File: src/fqts_pkg.sv
// Package for the feedback queue task scheduler: sizes, codes and beat types.
// Used by fqts_emit and the scheduler top level; no dependencies of its own.
package fqts_pkg;

  localparam int TASKS      = 16;
  localparam int LEVELS     = 4;
  localparam int TASK_W     = 4;
  localparam int LEVEL_W    = 2;
  localparam int FIFO_DEPTH = LEVELS * TASKS;
  localparam int COUNT_W    = 5;

  // Event kinds
  localparam logic [2:0] EV_IDLE      = 3'd0;
  localparam logic [2:0] EV_STARTED   = 3'd1;
  localparam logic [2:0] EV_RESUMED   = 3'd2;
  localparam logic [2:0] EV_RUNNING   = 3'd3;
  localparam logic [2:0] EV_FINISHED  = 3'd4;
  localparam logic [2:0] EV_SUSPENDED = 3'd5;
  localparam logic [2:0] EV_TIMEOUT   = 3'd6;

  // Request types
  localparam logic REQ_TICK   = 1'b0;
  localparam logic REQ_ARRIVE = 1'b1;

  // Configuration register indexes
  localparam logic CFG_TIMEOUT    = 1'b0;
  localparam logic CFG_KILL_LEVEL = 1'b1;

  localparam logic [15:0] TIMEOUT_RESET    = 16'd20;
  localparam logic [2:0]  KILL_LEVEL_RESET = 3'd3;

  typedef struct packed {
    logic        req_type;
    logic [3:0]  task_id;
    logic [3:0]  task_priority;
    logic [15:0] burst_time;
  } in_t;

  typedef struct packed {
    logic [2:0]  event_kind;
    logic [3:0]  event_task;
    logic [1:0]  event_priority;
    logic [15:0] event_remaining;
    logic [15:0] event_time;
    logic        last;
  } out_t;

  typedef struct packed {
    logic [LEVEL_W-1:0] lvl;
    logic [15:0]        rem;
    logic               begun;
    logic [15:0]        stamp;
  } task_rec_t;

endpackage

File: src/fqts_ram.sv
// Generic single write, single read RAM with registered read data.
// No dependencies.
module fqts_ram #(
  parameter int WIDTH = 8,
  parameter int DEPTH = 16
) (
  input  logic                     clk,
  input  logic                     we,
  input  logic [$clog2(DEPTH)-1:0] waddr,
  input  logic [WIDTH-1:0]         wdata,
  input  logic                     re,
  input  logic [$clog2(DEPTH)-1:0] raddr,
  output logic [WIDTH-1:0]         rdata
);

  logic [WIDTH-1:0] mem [DEPTH];

  // Write port
  always_ff @(posedge clk) begin
    if (we) begin
      mem[waddr] <= wdata;
    end
  end

  // Registered read, held when not reading
  always_ff @(posedge clk) begin
    if (re) begin
      rdata <= mem[raddr];
    end
  end

endmodule

File: src/fqts_emit.sv
// Result staging for the scheduler: holds one event back so the final beat of
// a tick can carry last. Depends on fqts_pkg.
module fqts_emit (
  input  logic          clk,
  input  logic          rst_n,
  input  logic          ev_valid,
  input  fqts_pkg::out_t ev_item,
  input  logic          flush,
  input  logic [15:0]   flush_time,
  output logic          out_valid,
  output fqts_pkg::out_t out_item
);

  logic           pend_v_r, pend_v_nxt;
  fqts_pkg::out_t pend_r, pend_nxt;
  logic           out_valid_r, out_valid_nxt;
  fqts_pkg::out_t out_r, out_nxt;

  // Release the held event when a newer one shows up or the tick ends
  always_comb begin
    pend_v_nxt    = pend_v_r;
    pend_nxt      = pend_r;
    out_valid_nxt = 1'b0;
    out_nxt       = out_r;
    if (ev_valid) begin
      if (pend_v_r) begin
        out_valid_nxt = 1'b1;
        out_nxt       = pend_r;
        out_nxt.last  = 1'b0;
      end
      pend_v_nxt = 1'b1;
      pend_nxt   = ev_item;
    end else if (flush) begin
      out_valid_nxt = 1'b1;
      if (pend_v_r) begin
        out_nxt = pend_r;
      end else begin
        out_nxt                 = '0;
        out_nxt.event_kind      = fqts_pkg::EV_IDLE;
        out_nxt.event_time      = flush_time;
      end
      out_nxt.last = 1'b1;
      pend_v_nxt   = 1'b0;
    end
  end

  always_ff @(posedge clk) begin
    if (!rst_n) begin
      pend_v_r    <= 1'b0;
      out_valid_r <= 1'b0;
    end else begin
      pend_v_r    <= pend_v_nxt;
      out_valid_r <= out_valid_nxt;
    end
    pend_r <= pend_nxt;
    out_r  <= out_nxt;
  end

  assign out_valid = out_valid_r;
  assign out_item  = out_r;

  a_flush_clears: assert property (@(posedge clk) disable iff (!rst_n)
    flush && !ev_valid |=> !pend_v_r) else $error("held event survived tick end");
  a_last_beat: assert property (@(posedge clk) disable iff (!rst_n)
    out_valid_r && out_r.last |-> !pend_v_r) else $error("last beat with event held");
  a_ev_no_flush: assert property (@(posedge clk) disable iff (!rst_n)
    ev_valid |=> !(out_valid_r && out_r.last)) else $error("last set on a non-final beat");

endmodule

File: src/feedback_queue_task_scheduler.sv
// Multilevel feedback queue scheduler top level: sequencer, task and queue RAMs.
// Depends on fqts_pkg, fqts_ram and fqts_emit.
//
// Usage: drive in_item and raise start while busy is low. An arrival beat is
// taken in the idle state and gives no result; busy stays low. A tick beat raises
// busy and walks the scheduler: pick, run one unit, finish or demote, then
// check all 16 task slots for timeouts. Each result appears on out_item for
// one cycle with out_valid high; the final beat of a tick has last set, and a
// tick with no event gives one idle beat. The receiver cannot hold results off.
// Sequence: a tick picks, runs and settles the holder, then walks the task
// slots for timeouts, reading only slots that have arrived, and closes; the
// last beat, registered in fqts_emit, appears as busy falls. Each removal
// walks its level queue entry by entry (read, then shift), and a demoted task
// is then requeued at the tail. The single read port of the queue RAM sets
// the removal cost.
// Configuration: cfg_we writes timeout_ticks (index 0) or kill_level_below
// (index 1) from cfg_data; write only while busy is low.
// Reset: synchronous rst_n clears time, counts, arrival marks and holder; the
// RAMs need no clearing since entries are only read after being written.
module feedback_queue_task_scheduler (
  input  logic           clk,
  input  logic           rst_n,
  input  logic           start,
  output logic           busy,
  input  fqts_pkg::in_t  in_item,
  output logic           out_valid,
  output fqts_pkg::out_t out_item,
  input  logic           cfg_we,
  input  logic           cfg_index,
  input  logic [15:0]    cfg_data
);

  localparam logic [3:0] S_IDLE  = 4'd0;
  localparam logic [3:0] S_SEL   = 4'd1;
  localparam logic [3:0] S_HCHK  = 4'd2;
  localparam logic [3:0] S_HFIFO = 4'd3;
  localparam logic [3:0] S_RUN   = 4'd4;
  localparam logic [3:0] S_POST  = 4'd5;
  localparam logic [3:0] S_PUSH  = 4'd6;
  localparam logic [3:0] S_TORD  = 4'd7;
  localparam logic [3:0] S_TOCHK = 4'd8;
  localparam logic [3:0] S_TONXT = 4'd9;
  localparam logic [3:0] S_RMRD  = 4'd10;
  localparam logic [3:0] S_RMCHK = 4'd11;
  localparam logic [3:0] S_END   = 4'd12;

  localparam int FA_W = $clog2(fqts_pkg::FIFO_DEPTH);
  localparam int TR_W = $bits(fqts_pkg::task_rec_t);

  logic [3:0]  state_r, state_nxt;
  logic [15:0] time_r, time_nxt;
  logic [15:0] to_r, to_nxt;
  logic [2:0]  klb_r, klb_nxt;
  logic [fqts_pkg::TASKS-1:0] arrived_r, arrived_nxt;
  logic [fqts_pkg::COUNT_W-1:0] count_r [fqts_pkg::LEVELS];
  logic [fqts_pkg::COUNT_W-1:0] count_nxt [fqts_pkg::LEVELS];
  logic [3:0]  holder_r, holder_nxt;
  logic        holder_v_r, holder_v_nxt;
  logic [3:0]  prior_r, prior_nxt;
  logic        prior_v_r, prior_v_nxt;
  fqts_pkg::task_rec_t cur_r, cur_nxt;
  logic [3:0]  k_r, k_nxt;
  logic [1:0]  rm_lvl_r, rm_lvl_nxt;
  logic [3:0]  rm_task_r, rm_task_nxt;
  logic [3:0]  rm_j_r, rm_j_nxt;
  logic        rm_found_r, rm_found_nxt;
  logic [3:0]  rm_ret_r, rm_ret_nxt;
  logic [1:0]  push_lvl_r, push_lvl_nxt;

  // RAM ports
  logic                t_we, t_re;
  logic [3:0]          t_waddr, t_raddr;
  fqts_pkg::task_rec_t t_wdata, t_q;
  logic [TR_W-1:0]     t_q_raw;
  logic                f_we, f_re;
  logic [FA_W-1:0]     f_waddr, f_raddr;
  logic [3:0]          f_wdata, f_q;

  // Event staging
  logic           ev_v, flush;
  fqts_pkg::out_t ev;

  logic        accept;
  logic [1:0]  arr_lvl;
  logic        any_level;
  logic [1:0]  top_level;
  logic [15:0] passed;
  logic        kill;
  logic [1:0]  dem_lvl;

  assign accept = start && !busy;
  assign busy   = (state_r != S_IDLE);
  assign t_q    = fqts_pkg::task_rec_t'(t_q_raw);

  // Clamp arrival level to the lowest level
  assign arr_lvl = (in_item.task_priority[3:2] != 2'd0) ?
                   2'(fqts_pkg::LEVELS - 1) : in_item.task_priority[1:0];

  // Highest non-empty level
  always_comb begin
    any_level = 1'b0;
    top_level = '0;
    for (int p = fqts_pkg::LEVELS - 1; p >= 0; p--) begin
      if (count_r[p] != '0) begin
        any_level = 1'b1;
        top_level = 2'(p);
      end
    end
  end

  assign passed  = time_r - t_q.stamp;
  assign kill    = (t_q.rem != 16'd0) && (passed >= to_r) &&
                   !(t_q.begun && ({1'b0, t_q.lvl} >= klb_r));
  assign dem_lvl = (cur_r.lvl == 2'(fqts_pkg::LEVELS - 1)) ? cur_r.lvl : cur_r.lvl + 2'd1;

  // Sequencer
  always_comb begin
    state_nxt    = state_r;
    time_nxt     = time_r;
    to_nxt       = to_r;
    klb_nxt      = klb_r;
    arrived_nxt  = arrived_r;
    count_nxt    = count_r;
    holder_nxt   = holder_r;
    holder_v_nxt = holder_v_r;
    prior_nxt    = prior_r;
    prior_v_nxt  = prior_v_r;
    cur_nxt      = cur_r;
    k_nxt        = k_r;
    rm_lvl_nxt   = rm_lvl_r;
    rm_task_nxt  = rm_task_r;
    rm_j_nxt     = rm_j_r;
    rm_found_nxt = rm_found_r;
    rm_ret_nxt   = rm_ret_r;
    push_lvl_nxt = push_lvl_r;
    t_we = 1'b0; t_waddr = '0; t_wdata = '0; t_re = 1'b0; t_raddr = '0;
    f_we = 1'b0; f_waddr = '0; f_wdata = '0; f_re = 1'b0; f_raddr = '0;
    ev_v = 1'b0; ev = '0; flush = 1'b0;

    // Configuration writes
    if (cfg_we) begin
      unique case (cfg_index)
        fqts_pkg::CFG_TIMEOUT:    to_nxt  = cfg_data;
        fqts_pkg::CFG_KILL_LEVEL: klb_nxt = cfg_data[2:0];
        default: ;
      endcase
    end

    unique case (state_r)
      S_IDLE: begin
        if (accept) begin
          if (in_item.req_type == fqts_pkg::REQ_ARRIVE) begin
            // Record the task and append it to its level queue
            if (!arrived_r[in_item.task_id]) begin
              arrived_nxt[in_item.task_id] = 1'b1;
              t_we    = 1'b1;
              t_waddr = in_item.task_id;
              t_wdata = '{lvl: arr_lvl, rem: in_item.burst_time, begun: 1'b0,
                          stamp: time_r};
              if (count_r[arr_lvl] < fqts_pkg::COUNT_W'(fqts_pkg::TASKS)) begin
                f_we    = 1'b1;
                f_waddr = {arr_lvl, count_r[arr_lvl][3:0]};
                f_wdata = in_item.task_id;
                count_nxt[arr_lvl] = count_r[arr_lvl] + 1'b1;
              end
            end
          end else begin
            state_nxt = S_SEL;
          end
        end
      end
      S_SEL: begin
        if (holder_v_r) begin
          t_re      = 1'b1;
          t_raddr   = holder_r;
          state_nxt = S_HCHK;
        end else if (any_level) begin
          f_re      = 1'b1;
          f_raddr   = {top_level, 4'd0};
          state_nxt = S_HFIFO;
        end else begin
          state_nxt = S_RUN;
        end
      end
      S_HCHK: begin
        // Keep a level-0 holder with work left, else pick again
        if (t_q.lvl == 2'd0 && t_q.rem != 16'd0) begin
          state_nxt = S_RUN;
        end else begin
          holder_v_nxt = 1'b0;
          state_nxt    = S_SEL;
        end
      end
      S_HFIFO: begin
        holder_nxt   = f_q;
        holder_v_nxt = 1'b1;
        t_re         = 1'b1;
        t_raddr      = f_q;
        state_nxt    = S_RUN;
      end
      S_RUN: begin
        cur_nxt = t_q;
        if (holder_v_r && t_q.rem != 16'd0) begin
          ev_v = 1'b1;
          if (!t_q.begun) begin
            ev.event_kind = fqts_pkg::EV_STARTED;
          end else if (!prior_v_r || prior_r != holder_r) begin
            ev.event_kind = fqts_pkg::EV_RESUMED;
          end else begin
            ev.event_kind = fqts_pkg::EV_RUNNING;
          end
          ev.event_task      = holder_r;
          ev.event_priority  = t_q.lvl;
          ev.event_remaining = t_q.rem;
          ev.event_time      = time_r;
          cur_nxt.rem   = t_q.rem - 16'd1;
          cur_nxt.begun = 1'b1;
          t_we    = 1'b1;
          t_waddr = holder_r;
          t_wdata = cur_nxt;
          prior_nxt   = holder_r;
          prior_v_nxt = 1'b1;
        end
        time_nxt  = time_r + 16'd1;
        k_nxt     = '0;
        state_nxt = holder_v_r ? S_POST : S_TORD;
      end
      S_POST: begin
        rm_lvl_nxt   = cur_r.lvl;
        rm_task_nxt  = holder_r;
        rm_j_nxt     = '0;
        rm_found_nxt = 1'b0;
        if (cur_r.rem == 16'd0) begin
          // Finished: drop from its queue
          ev_v = 1'b1;
          ev.event_kind     = fqts_pkg::EV_FINISHED;
          ev.event_task     = holder_r;
          ev.event_priority = cur_r.lvl;
          ev.event_time     = time_r;
          holder_v_nxt = 1'b0;
          prior_v_nxt  = 1'b0;
          rm_ret_nxt   = S_TORD;
          state_nxt    = S_RMRD;
        end else if (cur_r.lvl != 2'd0) begin
          // Demote and requeue at the tail
          ev_v = 1'b1;
          ev.event_kind      = fqts_pkg::EV_SUSPENDED;
          ev.event_task      = holder_r;
          ev.event_priority  = dem_lvl;
          ev.event_remaining = cur_r.rem;
          ev.event_time      = time_r;
          t_we    = 1'b1;
          t_waddr = holder_r;
          t_wdata = '{lvl: dem_lvl, rem: cur_r.rem, begun: cur_r.begun,
                      stamp: cur_r.stamp};
          holder_v_nxt = 1'b0;
          push_lvl_nxt = dem_lvl;
          rm_ret_nxt   = S_PUSH;
          state_nxt    = S_RMRD;
        end else begin
          state_nxt = S_TORD;
        end
      end
      S_PUSH: begin
        if (count_r[push_lvl_r] < fqts_pkg::COUNT_W'(fqts_pkg::TASKS)) begin
          f_we    = 1'b1;
          f_waddr = {push_lvl_r, count_r[push_lvl_r][3:0]};
          f_wdata = holder_r;
          count_nxt[push_lvl_r] = count_r[push_lvl_r] + 1'b1;
        end
        state_nxt = S_TORD;
      end
      S_TORD: begin
        if (arrived_r[k_r]) begin
          t_re      = 1'b1;
          t_raddr   = k_r;
          state_nxt = S_TOCHK;
        end else begin
          state_nxt = S_TONXT;
        end
      end
      S_TOCHK: begin
        state_nxt = S_TONXT;
        if (kill) begin
          ev_v = 1'b1;
          ev.event_kind      = fqts_pkg::EV_TIMEOUT;
          ev.event_task      = k_r;
          ev.event_priority  = t_q.lvl;
          ev.event_remaining = t_q.rem;
          ev.event_time      = time_r;
          t_we    = 1'b1;
          t_waddr = k_r;
          t_wdata = '{lvl: t_q.lvl, rem: 16'd0, begun: t_q.begun, stamp: t_q.stamp};
          if (holder_v_r && holder_r == k_r) begin
            holder_v_nxt = 1'b0;
          end
          rm_lvl_nxt   = t_q.lvl;
          rm_task_nxt  = k_r;
          rm_j_nxt     = '0;
          rm_found_nxt = 1'b0;
          rm_ret_nxt   = S_TONXT;
          state_nxt    = S_RMRD;
        end
      end
      S_TONXT: begin
        k_nxt     = k_r + 4'd1;
        state_nxt = (k_r == 4'(fqts_pkg::TASKS - 1)) ? S_END : S_TORD;
      end
      S_RMRD: begin
        if ({1'b0, rm_j_r} >= count_r[rm_lvl_r]) begin
          state_nxt = rm_ret_r;
        end else begin
          f_re      = 1'b1;
          f_raddr   = {rm_lvl_r, rm_j_r};
          state_nxt = S_RMCHK;
        end
      end
      S_RMCHK: begin
        // Shift entries behind the match down by one
        if (rm_found_r) begin
          f_we    = 1'b1;
          f_waddr = {rm_lvl_r, rm_j_r - 4'd1};
          f_wdata = f_q;
        end
        rm_found_nxt = rm_found_r || (f_q == rm_task_r);
        if (({1'b0, rm_j_r} + 5'd1) < count_r[rm_lvl_r]) begin
          rm_j_nxt  = rm_j_r + 4'd1;
          state_nxt = S_RMRD;
        end else begin
          if (rm_found_nxt) begin
            count_nxt[rm_lvl_r] = count_r[rm_lvl_r] - 1'b1;
          end
          state_nxt = rm_ret_r;
        end
      end
      S_END: begin
        flush     = 1'b1;
        state_nxt = S_IDLE;
      end
      default: state_nxt = S_IDLE;
    endcase
  end

  always_ff @(posedge clk) begin
    if (!rst_n) begin
      state_r    <= S_IDLE;
      time_r     <= '0;
      to_r       <= fqts_pkg::TIMEOUT_RESET;
      klb_r      <= fqts_pkg::KILL_LEVEL_RESET;
      arrived_r  <= '0;
      for (int p = 0; p < fqts_pkg::LEVELS; p++) begin
        count_r[p] <= '0;
      end
      holder_v_r <= 1'b0;
      prior_v_r  <= 1'b0;
    end else begin
      state_r    <= state_nxt;
      time_r     <= time_nxt;
      to_r       <= to_nxt;
      klb_r      <= klb_nxt;
      arrived_r  <= arrived_nxt;
      count_r    <= count_nxt;
      holder_v_r <= holder_v_nxt;
      prior_v_r  <= prior_v_nxt;
    end
    holder_r   <= holder_nxt;
    prior_r    <= prior_nxt;
    cur_r      <= cur_nxt;
    k_r        <= k_nxt;
    rm_lvl_r   <= rm_lvl_nxt;
    rm_task_r  <= rm_task_nxt;
    rm_j_r     <= rm_j_nxt;
    rm_found_r <= rm_found_nxt;
    rm_ret_r   <= rm_ret_nxt;
    push_lvl_r <= push_lvl_nxt;
  end

  fqts_ram #(.WIDTH(TR_W), .DEPTH(fqts_pkg::TASKS)) u_task_ram (
    .clk   (clk),
    .we    (t_we),
    .waddr (t_waddr),
    .wdata (TR_W'(t_wdata)),
    .re    (t_re),
    .raddr (t_raddr),
    .rdata (t_q_raw)
  );

  fqts_ram #(.WIDTH(fqts_pkg::TASK_W), .DEPTH(fqts_pkg::FIFO_DEPTH)) u_queue_ram (
    .clk   (clk),
    .we    (f_we),
    .waddr (f_waddr),
    .wdata (f_wdata),
    .re    (f_re),
    .raddr (f_raddr),
    .rdata (f_q)
  );

  fqts_emit u_emit (
    .clk        (clk),
    .rst_n      (rst_n),
    .ev_valid   (ev_v),
    .ev_item    (ev),
    .flush      (flush),
    .flush_time (time_r),
    .out_valid  (out_valid),
    .out_item   (out_item)
  );

  a_tick_busy: assert property (@(posedge clk) disable iff (!rst_n)
    accept && in_item.req_type == fqts_pkg::REQ_TICK |=> busy)
    else $error("tick did not start");
  a_last_idle: assert property (@(posedge clk) disable iff (!rst_n)
    out_valid && out_item.last |-> !busy) else $error("last beat while still busy");
  a_queue_bound: assert property (@(posedge clk) disable iff (!rst_n)
    count_r[0] <= 5'd16 && count_r[1] <= 5'd16 &&
    count_r[2] <= 5'd16 && count_r[3] <= 5'd16) else $error("queue overfilled");
  a_no_emit_idle: assert property (@(posedge clk) disable iff (!rst_n)
    !busy |-> !ev_v) else $error("event outside a tick");

endmodule
File: config.mk
export PLATFORM = sky130hd
export DESIGN_NAME = feedback_queue_task_scheduler
export DESIGN_NICKNAME = d
export VERILOG_FILES = /design/src/fqts_pkg.sv /design/src/fqts_ram.sv /design/src/fqts_emit.sv /design/src/feedback_queue_task_scheduler.sv
export SDC_FILE = /design/constraint.sdc
export NUM_CORES = 2
export LEC_CHECK = 0
export BUFFER_PORTS_ARGS = -buffer_cell sky130_fd_sc_hd__buf_4
export CAP_MARGIN = 40
export CORE_ASPECT_RATIO = 2
export CORE_MARGIN = 4
export CORE_UTILIZATION = 35
export CTS_CLUSTER_SIZE = 28
export DETAILED_ROUTE_END_ITERATION = 6
export GPL_ROUTABILITY_DRIVEN = 0
export PLACE_DENSITY = 0.55
export SLEW_MARGIN = 20
export SYNTH_ARGS = -nofsm -noshare
export SYNTH_HDL_FRONTEND = slang
export SYNTH_SLANG_ARGS = --single-unit
File: constraint.sdc
create_clock -name clk -period 12.3 [get_ports clk]
set_input_delay 1.845 -clock clk [delete_from_list [all_inputs] [get_ports clk]]
set_output_delay 1.845 -clock clk [all_outputs]
set_load 0.03 [all_outputs]
==> Yosys cells after proc, flatten, opt, wreduce, memory -nomap -nowiden <==
Memories as Yosys holds them, arrays and structs flattened. A register that Yosys moved wholly into a read port is not among the register bits.
Cells that the tools add are included.
{ "totals": {"ff_bits": 226, "ram_bits": 816, "input_bits": 46, "out_inout_bits": 44, "elab_cells": 317, "mem_count": 2} }
{ "memory_table": {"columns": ["memory", "words", "word_bits", "rd", "rd_clocked_by_memory_dff", "wr", "line_no", "text"], "rows": [
  ["u_task_ram.mem", 16, 35, 1, 1, 1, "fqts_ram.sv:16", "logic [WIDTH-1:0] mem [DEPTH];"],
  ["u_queue_ram.mem", 64, 4, 1, 1, 1, "fqts_ram.sv:16", null]
]} }
{ "classes": {"add_sub_neg": 11, "order_cmp": 15, "n_eq_ne": 33, "muxes": 164, "n_bitwise": 7, "reduce_logical": 48} }
{ "ops": {"columns": ["cell", "n"], "rows": [
  ["35-bit 2-to-1 mux", 7],
  ["42-bit 2-to-1 mux", 4],
  ["20-bit 2-to-1 mux", 7],
  ["35-bit case mux with 4 select lines", 1],
  ["41-bit case mux with 3 select lines", 1],
  ["4-bit 2-to-1 mux", 28],
  ["41-bit 2-to-1 mux", 2],
  ["20-bit bitwise mux", 3],
  ["20-bit case mux with 3 select lines", 1],
  ["6-bit 2-to-1 mux", 9],
  ["4-bit case mux with 12 select lines", 1],
  ["1-bit 2-to-1 mux", 46],
  ["5-bit 2-to-1 mux", 9],
  ["40-bit 2-to-1 mux", 1],
  ["4-bit case mux with 3 select lines", 3],
  ["16-bit 2-to-1 mux", 2],
  ["5-bit binary-select mux with 2-bit select", 3],
  ["5-bit demux with 2-bit select", 3],
  ["2-bit != test, second input constant", 14],
  ["4-bit == test, second input constant", 6],
  ["4-bit case mux with 2 select lines", 3],
  ["2-bit 2-to-1 mux", 10],
  ["5-bit nonzero test", 4],
  ["6-bit case mux with 3 select lines", 1],
  ["other kinds (55)", 109]
]} }

==> Longest topological paths before layout <==
{ "logic_depth": {"depth_word": 14, "mapped_depth": 20} }

==> Hierarchy <==
Synthesis repeated with hierarchy kept, for this count alone.
{ "unflattened": {"cells_unflattened": 2819, "area_unflattened_um2": 46316.9} }
{ "by_module_without_submodules": {"columns": ["mod", "instances", "cells_per_inst", "area_per_inst_um2"], "rows": [
  ["fqts_ram (u_task_ram)", 1, 914, 22404.0],
  ["feedback_queue_task_scheduler", 1, 1240, 10503.8],
  ["fqts_ram (u_queue_ram)", 1, 529, 10396.2],
  ["fqts_emit", 1, 136, 3012.9]
]} }

==> Worst setup path before layout <==
Ideal clock, no wire load.
{ "synth_path": {"path_kind": "input to register", "startpoint": "in in_item[20] in the netlist's numbering", "endpoint": "mem u_task_ram.mem[12][0] in the netlist's numbering, enable pin", "setup_time_ps": 527, "t_arrival_ps": 7481, "path_slack_ps": 4292, "stages": 8, "n_path_buf": 1, "path_cell_list": "buf_6 mux4_2 mux4_2 nor3_4 and2_1 a21oi_1 a22oi_1 nor4b_1"} }
{ "synth_via": {"elab_chain_len": 8} }
{ "synth_lines": {"columns": ["element", "line_no", "text"], "rows": [
  ["from (decl)", "feedback_queue_task_scheduler.sv:25", "input fqts_pkg::in_t in_item,"],
  ["1-bit binary-select mux with 4-bit select", "feedback_queue_task_scheduler.sv:154", "if (!arrived_r[in_item.task_id]) begin"],
  ["1-bit 2-to-1 mux (implied by the code)", "feedback_queue_task_scheduler.sv:154", null],
  ["1-bit 2-to-1 mux", "feedback_queue_task_scheduler.sv:154", null],
  ["1-bit 2-to-1 mux", "feedback_queue_task_scheduler.sv:152", "if (in_item.req_type == fqts_pkg::REQ_ARRIVE) begin"],
  ["1-bit 2-to-1 mux", "feedback_queue_task_scheduler.sv:151", "if (accept) begin"],
  ["1-bit case mux with 4 select lines", "feedback_queue_task_scheduler.sv:149", "unique case (state_r)"],
  ["1-bit 2-to-1 mux", "fqts_ram.sv:20", "if (we) begin"],
  ["1-bit 2-to-1 mux (implied by the code)", "fqts_ram.sv:21", "mem[waddr] <= wdata;"],
  ["to (decl)", "fqts_ram.sv:16", null]
]} }
Several ways; a longest one is shown, not always the timed one. The select of a mux whose other input is x is not followed.

==> Final worst setup path <==
{ "layout_path": {"startpoint": "reg time_r[4]", "endpoint": "mem u_task_ram.mem[1][10] in the netlist's numbering, enable pin"} }
{ "layout_via": {"elab_chain_len": 8} }
{ "layout_lines": {"columns": ["element", "line_no", "text"], "rows": [
  ["from (decl)", "feedback_queue_task_scheduler.sv:51", "logic [15:0] time_r, time_nxt;"],
  ["from (signal assigned)", "feedback_queue_task_scheduler.sv:358", "time_r <= time_nxt;"],
  ["16-bit subtractor *", "feedback_queue_task_scheduler.sv:111", "assign passed = time_r - t_q.stamp;"],
  ["16-bit >= comparator *", "feedback_queue_task_scheduler.sv:112", "assign kill = (t_q.rem != 16'd0) && (passed >= to_r) &&"],
  ["1-bit logical AND * (2 in series)", "feedback_queue_task_scheduler.sv:112", null],
  ["1-bit 2-to-1 mux", "feedback_queue_task_scheduler.sv:284", "if (kill) begin"],
  ["1-bit case mux with 4 select lines", "feedback_queue_task_scheduler.sv:149", null],
  ["1-bit 2-to-1 mux", "fqts_ram.sv:20", null],
  ["1-bit 2-to-1 mux (implied by the code)", "fqts_ram.sv:21", null]
]} }
Mark *: on every way between the ends. The rest lies on a longest branch, timed or not.

==> impl_metrics.tcl <==
set metrics [dict create \
    power_density_nw_per_um2 140.1 \
    ys_seq_area_share_pct 68.03 \
    fin_crit_sh_pct 49.59 \
    drive_above_1_share_pct 12.18 \
    wire_per_inst_um 25.81 \
    fin_util_pct 39.79 \
    clockRootBuffer "clkbuf_16" \
    synth-seq-cells 1080 \
    synth_top_family_by_area "simple AND/OR/NAND/NOR gates" \
    dr.first_iter.drc_count 2509 \
    synth.area.top_cells "edfxtp_1 (65%), nand2_1 (4.2%), dfxtp_1 (3.4%)" \
    die-area_um2 139100 \
    critPathKind "flip-flop to flip-flop" \
    hold_class "flip-flop to flip-flop" \
    synth_top_area_share_pct 64.63 \
    cp.arrival_ns 6.44 \
    grt_pass1_wl_um 203100 \
    fmax_mhz 163.9 \
    layout_commonest_cell "edfxtp_1" \
    antenna_left 0 \
    drc 9 \
    yosysTopAreaCell "edfxtp_1" \
    ir_drop_v 0.0001081 \
    cts_hold_buffers 0 \
    crit_chain "ha_1, or2_2, a21oi_1, a31oi_1, a2111oi_0, nor3_1, or3_1, a21oi_1, xnor2_1, ha_1, o21ai_0, a21oi_1, o21a_1, a21oi_1, nor4_2, buf_4" \
    yosys-mux-area-fraction_pct 4.842 \
    cp-start-kind "flip-flop" \
    first_global_vias 30443 \
    multi_input_area_um2 14030 \
    syn-num-nets 3622 \
    crit_top_cell "a21oi_1" \
    mostFrequentLayoutCells "edfxtp_1 (1,001), nand2_1 (517), nor2_1 (214)" \
    ys_types 85 \
    synthAdderAreaFrac_pct 1.442 \
    port_buffers 89 \
    rsz0062_at_grt "false" \
    fp.dieW_um 265.8 \
    ff_latch_area_um2 31640 \
    nFillCells 12394 \
    yosys_warnings 0 \
    cts_sinks 1080 \
    cp_data_required_time_ns 12.64 \
    violations "design-rule violations" \
    numCtsBuffers 95 \
    cts_max_path_buffers 3 \
    synth_xor_xnor_area_share_pct 1.431 \
    nNetsFinal 3690 \
    core_um2 132400 \
    synthSimpleGateAreaFrac_pct 11.47 \
    synth_cells 3523 \
    setup_tns_ns 0 \
    hold_violations 0 \
    grt_overflow 0 \
    finalSetupViolations 0 \
    num_rows 189 \
    critPathMaxStageDelay_ns 0.63 \
    worstPathMaxFanout 35 \
    tritoncts "built" \
    synth_compound_area_share_pct 10.42 \
    fin_worst_skew_ns 0.04196 \
    status "complete, but fails checks" \
    antenna_found_initial 2 \
    dp_hpwl_um 91800 \
    syn_area_per_cell_um2 13.20 \
    async_flop_share_pct 0 \
    maxSlewHeadroom_pct 43.11 \
    first_pass_iters 7 \
    cts_max_level 3 \
    path_clk_slew_ns 0.07 \
    areaGrowthSynthToFinish_pct 13.30 \
    wl_um 139200 \
    report.final.slew_viol_count 0 \
    min_period_ns 6.100 \
    leakagePower_nw 17.56 \
    vias 30073 \
    post_cts_resized 0 \
    synth_edf_count 1001 \
    grt_max_degree 116 \
    cts_setup_buffers 0 \
    crit_slowest_cell "buf_4" \
    ios 90 \
    insertion_delay_ns 0.72 \
    maxCapViolCount 0 \
    grt_usage_pct 19.53 \
    initial_utilization_pct 35.12 \
    synth_area_um2 46510 \
    floorplan.die.height_um 523.5 \
    via_per_inst 5.577 \
    end_kind "flip-flop" \
    ys.flop_type "edfxtp_1" \
    worstMarginPinSlew_ns 0.8533 \
]
[per-stage QoR]
stage                     worst slack [ns]  instance area [µm²]  hold slack, ns  cells  total power [W]
final                                6.200                52700          0.4373   5392         0.007382
after CTS                            6.159                52670          0.4361   5387         0.007439
after floorplan                      4.292                46510          0.4244   3523         0.004273
after global placement               6.038                49250          0.4285   5190         0.004399
after detailed placement             6.169                49540          0.4348   5211         0.004403
after global routing                 5.668                52690          0.4550   5390         0.007599
[report_power, final]
| part | total (W) | leakage, nW | internal, W | switching [W] |
|---|---|---|---|---|
| Clock | 0.00306 | 1.51 | 0.00168 | 0.00138 |
| Sequential | 0.00405 | 9.54 | 0.00403 | 0.0000211 |
| Combinational | 0.000271 | 6.50 | 0.0000754 | 0.000196 |
[cell type report]
class | count | share of cell area [%]
clock inverter | 60 | 1.235
sequential | 1080 | 60.04
timing repair buffer | 174 | 2.754
inverter | 77 | 0.5485
multi-input combinational | 2163 | 26.62
clock buffer | 116 | 4.701
tap | 1719 | 4.081
antenna | 3 | 0.01425
[flip-flops by register name, indices dropped and copies added (netlist names), 4 cells and up, named ones only]
name               cells
rm_task_r              4
time_r                16
prior_r                4
u_task_ram.mem       560
u_queue_ram.mem      256
u_task_ram.rdata      35
rm_j_r                 4
to_r                  16
state_r                4
cur_r                 35
u_queue_ram.rdata      4
u_emit.pend_r         41
holder_r               4
u_emit.out_item       42
k_r                    4
arrived_r             16
[per-layer routing]
| metal | global-route usage (%) | vias to the layer above | routed length [µm] |
|---|---|---|---|
| li1 | - | 13598 | - |
| met1 | 21.39 | 15218 | 50310 |
| met2 | 37.80 | 985 | 76730 |
| met3 | 2.313 | 272 | 6126 |
| met4 | 8.038 | 0 | 6021 |
| met5 | 0 | - | 0 |
[Yosys cell counts, types with 16 or more instances]
master       n
a21o_1      18
a21oi_1    116
a221o_1     32
a221oi_1    19
a22o_1      28
a22oi_1     17
a311o_1     35
a31oi_1     27
a32oi_1     69
and2_1      31
buf_1       22
buf_2       19
clkbuf_1   159
dfxtp_1     79
edfxtp_1  1001
ha_1        52
inv_1       72
mux2_2      37
mux2i_1    129
mux4_2      23
nand2_1    520
nand2b_1    16
nand3_1    111
nand4_1     54
nor2_1     221
nor2b_1     54
nor3_1      70
nor4_1      19
o211ai_1    30
o21a_1      16
o21ai_0    114
o221ai_1    32
o22ai_1     32
or2_2       16
xnor2_1     42
xor2_1      34
[critical path, delay by kind of cell, from the launching register on]
family / cells / cell delay (ns)
AND/OR/NAND/NOR: 4 / 1.19
XOR/XNOR: 1 / 0.09
buffers and inverters: 1 / 0.63
adder cells (fa/ha/maj): 2 / 0.63
flip-flops: 1 / 0.50
AO/OA/AOI/OAI: 8 / 2.63
[worst paths after layout]
| check | startpoint | to | slack [ns] | depth (start not counted) |
|---|---|---|---|---|
| min | u_task_ram.rdata[3] | cur_r[3] | 0.44 | 0 |
| min reg2reg | u_task_ram.rdata[3] | cur_r[3] | 0.44 | 0 |
| max reg2reg | time_r[4] | u_task_ram.mem[1][10] | 6.20 | 16 |
| max | time_r[4] | u_task_ram.mem[1][10] | 6.20 | 16 |
[cell families after synthesis]
| family | after synthesis |
|---|---|
| compound gates | 673 |
| xor+xnor | 76 |
| fa+ha+maj | 53 |
| buf+inv | 280 |
| flops | 1080 |
| mux | 190 |
| simple gates | 1171 |
No activity file was read; power rests on OpenSTA's default activity.
